<file path="src/hdl/gmsd_pkg.sv">
`default_nettype none
package gmsd_pkg;

   localparam int MAX_SERVERS = 64;
   localparam int IDX_W       = $clog2(MAX_SERVERS);
   localparam int CNT_W       = 7;
   localparam int AMT_W       = 10;
   localparam int TIME_W      = 32;
   localparam int PROD_W      = 2 * AMT_W;

   localparam logic CMD_LOAD = 1'b0;
   localparam logic CMD_JOB  = 1'b1;

   typedef logic [TIME_W-1:0] time_type;
   typedef logic [IDX_W-1:0]  idx_type;
   typedef logic [AMT_W-1:0]  amt_type;

   // Running result of the scan that travels down the row of cells.
   typedef struct packed {
      logic     valid;
      time_type min_time;
      idx_type  min_idx;
      amt_type  min_rate;
      logic     found;
      idx_type  found_idx;
      amt_type  found_rate;
   } token_type;

   // Write bus shared by every cell; each cell matches the index itself.
   typedef struct packed {
      logic     rate_we;
      logic     free_we;
      logic     clear;
      idx_type  idx;
      amt_type  rate_val;
      time_type free_val;
   } wr_bus_type;

endpackage
`default_nettype wire

</file>
<file path="src/hdl/gmsd_cell.sv">
`default_nettype none
module gmsd_cell (
   input  wire logic                   clock,
   input  wire logic                   reset,
   input  wire gmsd_pkg::idx_type      cell_index,
   input  wire logic [gmsd_pkg::CNT_W-1:0] servers_in_use,
   input  wire gmsd_pkg::time_type     threshold,
   input  wire gmsd_pkg::wr_bus_type   wr_bus,
   input  wire gmsd_pkg::token_type    tok_in,
   output gmsd_pkg::token_type         tok_out
);
   import gmsd_pkg::*;

   time_type  free_ff, free_in;
   amt_type   rate_ff, rate_in;
   token_type tok_ff, tok_in_merged;
   logic      active;
   logic      hit;

   assign hit    = (wr_bus.idx == cell_index);
   assign active = ({{(CNT_W-IDX_W){1'b0}}, cell_index} < servers_in_use);

   always_comb begin
      free_in = free_ff;
      rate_in = rate_ff;
      if (wr_bus.clear) begin
         free_in = '0;
      end else if (wr_bus.free_we && hit) begin
         free_in = wr_bus.free_val;
      end
      if (wr_bus.rate_we && hit) begin
         rate_in = wr_bus.rate_val;
      end
   end

   always_comb begin
      tok_in_merged = tok_in;
      if (tok_in.valid && active) begin
         // The first cell always seeds the minimum; later cells take it only when strictly less.
         if (cell_index == '0 || free_ff < tok_in.min_time) begin
            tok_in_merged.min_time = free_ff;
            tok_in_merged.min_idx  = cell_index;
            tok_in_merged.min_rate = rate_ff;
         end
         if (!tok_in.found && free_ff <= threshold) begin
            tok_in_merged.found      = 1'b1;
            tok_in_merged.found_idx  = cell_index;
            tok_in_merged.found_rate = rate_ff;
         end
      end
   end

   always_ff @(posedge clock) begin
      if (reset) begin
         free_ff <= '0;
         tok_ff  <= '0;
      end else begin
         free_ff <= free_in;
         tok_ff  <= tok_in_merged;
      end
   end

   always_ff @(posedge clock) begin
      rate_ff <= rate_in;
   end

   assign tok_out = tok_ff;

endmodule
`default_nettype wire

</file>
<file path="config.mk">
export PLATFORM = sky130hd
export DESIGN_NAME = gmsd_cell
export DESIGN_NICKNAME = d
export VERILOG_FILES = /design/src/hdl/gmsd_pkg.sv /design/src/hdl/gmsd_cell.sv
export SDC_FILE = /design/constraint.sdc
export NUM_CORES = 1
export LEC_CHECK = 0
export BUFFER_PORTS_ARGS = -buffer_cell sky130_fd_sc_hd__buf_4
export CORE_MARGIN = 1
export CORE_UTILIZATION = 54
export DETAILED_ROUTE_END_ITERATION = 7
export GPL_TIMING_DRIVEN = 0
export PLACE_DENSITY_LB_ADDON = 0.25
export SKIP_CTS_REPAIR_TIMING = 1
export SYNTH_ARGS = -nofsm -noshare
export SYNTH_HDL_FRONTEND = slang
export SYNTH_SLANG_ARGS = --single-unit
export TNS_END_PERCENT = 10
</file>
<file path="constraint.sdc">
create_clock -name clock -period 4.75 [get_ports clock]
set_input_delay 0.2375 -clock clock [delete_from_list [all_inputs] [get_ports clock]]
set_output_delay 0.2375 -clock clock [all_outputs]
set_load 0.03 [all_outputs]
</file>
==> summary.txt <==
Final layout
  • Reg area: between 2000 and 2500 um^2
  • Number of fill cells in the layout: 781
  • # diodes: 0
  • Nets: 1,113
  • Most frequent cells in the layout: buf_4, nand2b_1, dfxtp_1
  • Final Cell Area: 8160 um^2
  • Multi-input gate area in the final layout: 3380 um^2
  • Share of cells above drive strength 1: 29.0%
  • Finished Layout Cells: 1,026
  • Area Overhead vs Synth: 35.2%
  • Commonest non-fill, non-tap cell in the layout: buf_4

Run status
  • Run status: completed

Die
  • Total core area: 10,800 um^2
  • Initial Util: 55.7%
  • DIE AREA: roughly 12,000 um^2
  • Top Ports: 230
  • Die Height: 108 um
  • Cell Rows: 38
  • Die extent in x: 108 um

Power and ir drop
  • Sw Share: 27.8%
  • Peak supply drop: 0.206 mV
  • Comb pwr share: 21.5%
  • Sw Pwr: 571 uW
  • P_leak: 4.35 nW
  • Clock network power share: between 30% and 40%
  • Pwr dens: 251 nW/um^2
  • Total power draw: approximately 2.1 mW
  • Internal power: 1.48 mW
  • Flop pwr share: 47.3%

Global routing
  • Vias in the first global route: between 5,000 and 6,000
  • Global-route wire length before repair: approximately 25 mm
  • Initial antenna violation count: 0
  • Largest net degree at the start of global routing: 20
  • Total gr overflow: 0
  • Total GRT Usage: 28.5%

CTS
  • TritonCTS clock tree: yes
  • Clk Latency, worst-skew pair: 0.38 ns
  • H-tree levels: 3
  • Clock Tree Buf Depth: 2
  • Total CTS buffers: 9
  • CTS root buf: clkbuf_8
  • Clk sinks: 108
  • Worst-path clk slew: 0.11 ns

Setup path
  • Setup crit end kind: register
  • WP data required: 5.05 ns
  • R2R Setup Slk: 1.90 ns
  • Worst setup SP type: register
  • Max FO, Critical Path: 10
  • Crit path kind: register to register
  • Arrival time worst endpoint: around 3.2 ns

Synthesis
  • EDFF count, synth: 10
  • Yosys warns: 0
  • Top_reg_cell synth: dfxtp_1
  • Synth Register Bits: 108
  • Top post-synthesis cells by area: dfxtp_1, mux2i_1, ha_1
  • Synth async-reset ratio: 0%
  • Post-Synthesis Cells: 641
  • Synth Area per Inst: roughly 9.4 um^2
  • Mapped Nets: 873
  • Area leader, netlist: dfxtp_1
  • Post-synth top area share: between 30% and 40%
  • Seq/Total Area, Yosys: 37.5%
  • Mapped Area: 6030 um^2
  • Synth cell types: 45

Timing
  • Final Cycle Share: approximately 60%
  • Hold_ws: 0.0272 ns
  • FMAX: 350 MHz
  • Max_slew headroom: 47.4%
  • Slew Limit Fails: 0
  • Least-Margin Pin Slew: 0.790 ns
  • Crit path time final: 2.85 ns
  • RSZ-0062 raised after global routing: false
  • Layout Skew: 0.0129 ns
  • Fin Setup TNS: 0 ns
  • Fin. Hold Viols: 0
  • Setup Viol. Count Final: 0

Routing
  • Detailed Routing Iterations Pass 1: 5
  • DRC violation count after routing: 0
  • Via-to-Cell Ratio: ~5.2
  • Antenna viol nets, final: 0
  • Wirelength, routed: approximately 16 mm
  • Initial DRC Count: 217
  • WL/cell: 15.8 um
  • Vias: 5,343

Placed design
  • GPL Wtd Cong: approximately 0.95
  • DPL Wire Length: 13.1 mm
  • Port Buffer Count: 229
  • Placed inst area: 7930 um^2
  • Placed insts: 1,010

Job
  • Max_cap viols: 0

Min path
  • Min-delay worst type: input pin to register
metrics by stage:
stage	setup WS (ns)	utilization, %
after global placement	1.98	73.1
after CTS	1.91	75.2
after detailed placement	1.90	73.1
after floorplan	2.29	-
final	1.90	75.2
after global routing	1.69	75.2
cells in the mapped netlist, types with 2 or more instances:
cell / instances
ha_1: 68
nor3_1: 3
buf_1: 3
a21o_1: 2
o211ai_1: 2
xor2_1: 2
mux2i_1: 96
nand3_1: 3
nor2b_1: 2
buf_2: 4
a221oi_1: 2
xnor2_1: 4
nor4_1: 3
nor2_1: 38
nand2_1: 17
clkbuf_1: 17
dfxtp_1: 98
inv_1: 72
o21ai_1: 3
a31oi_1: 2
a21oi_1: 29
nand4_1: 13
edfxtp_1: 10
nand2b_1: 116
o21ai_0: 12
routing by layer:
layer	vias to the layer above	global-route usage [%]	wire (um)
met5	-	0	0
met4	0	12.7	472
met1	2474	30.9	6350
li1	2629	-	-
met3	37	5.93	1080
met2	203	52.8	8340
final timing paths:
check         startpoint     endpoint  cells past startpoint
min           wr_bus[41]   rate_ff[9]                      1
max reg2reg  free_ff[26]  tok_out[40]                      8
max          free_ff[26]  tok_out[40]                      8
min reg2reg   free_ff[5]  tok_out[38]                      2
critical path: stages, from the launching register on:
cell	delay, ns
dfxtp_1	0.41
ha_1	0.28
nand4_1	0.17
inv_1	0.07
a221oi_1	0.44
o2bb2ai_1	0.18
a311oi_2	0.55
buf_2	0.43
mux2i_1	0.25
flip-flops by register name, indices dropped and copies added, names as in the netlist:
name / cells
free_ff: 32
rate_ff: 10
tok_out: 66
cell type report:
type / instances / area share [%]
Buffer: 26 / 1.55
Clock buffer: 9 / 1.52
Clock inverter: 7 / 1.27
Inverter: 72 / 3.31
Multi-Input combinational cell: 435 / 41.4
Sequential cell: 108 / 27.7
Tap cell: 140 / 2.15
Timing Repair Buffer: 229 / 21.1
power by group through the flow:
| stage | registers [mW] | logic [mW] | clock network [mW] |
|---|---|---|---|
| 2_1_floorplan | 1.06 | 0.151 | 0 |
| 5_1_grt | 0.972 | 0.472 | 0.690 |
| 6_report | 0.969 | 0.440 | 0.641 |
| 4_1_cts | 0.969 | 0.442 | 0.649 |
| 3_5_place_dp | 0.990 | 0.440 | 0 |
| 3_3_place_gp | 0.989 | 0.429 | 0 |
logic make-up after synthesis:
family | count (synthesis) | synth area share (%)
multiplexers | 96 | 15.9
AND/OR/NAND/NOR | 203 | 18.8
flip-flops | 108 | 37.5
AO/OA/AOI/OAI | 62 | 6.22
adder cells (fa/ha/maj) | 68 | 14.1
XOR/XNOR | 6 | 0.871
buffers and inverters | 98 | 6.57
Power figures use the tool's default switching activity.
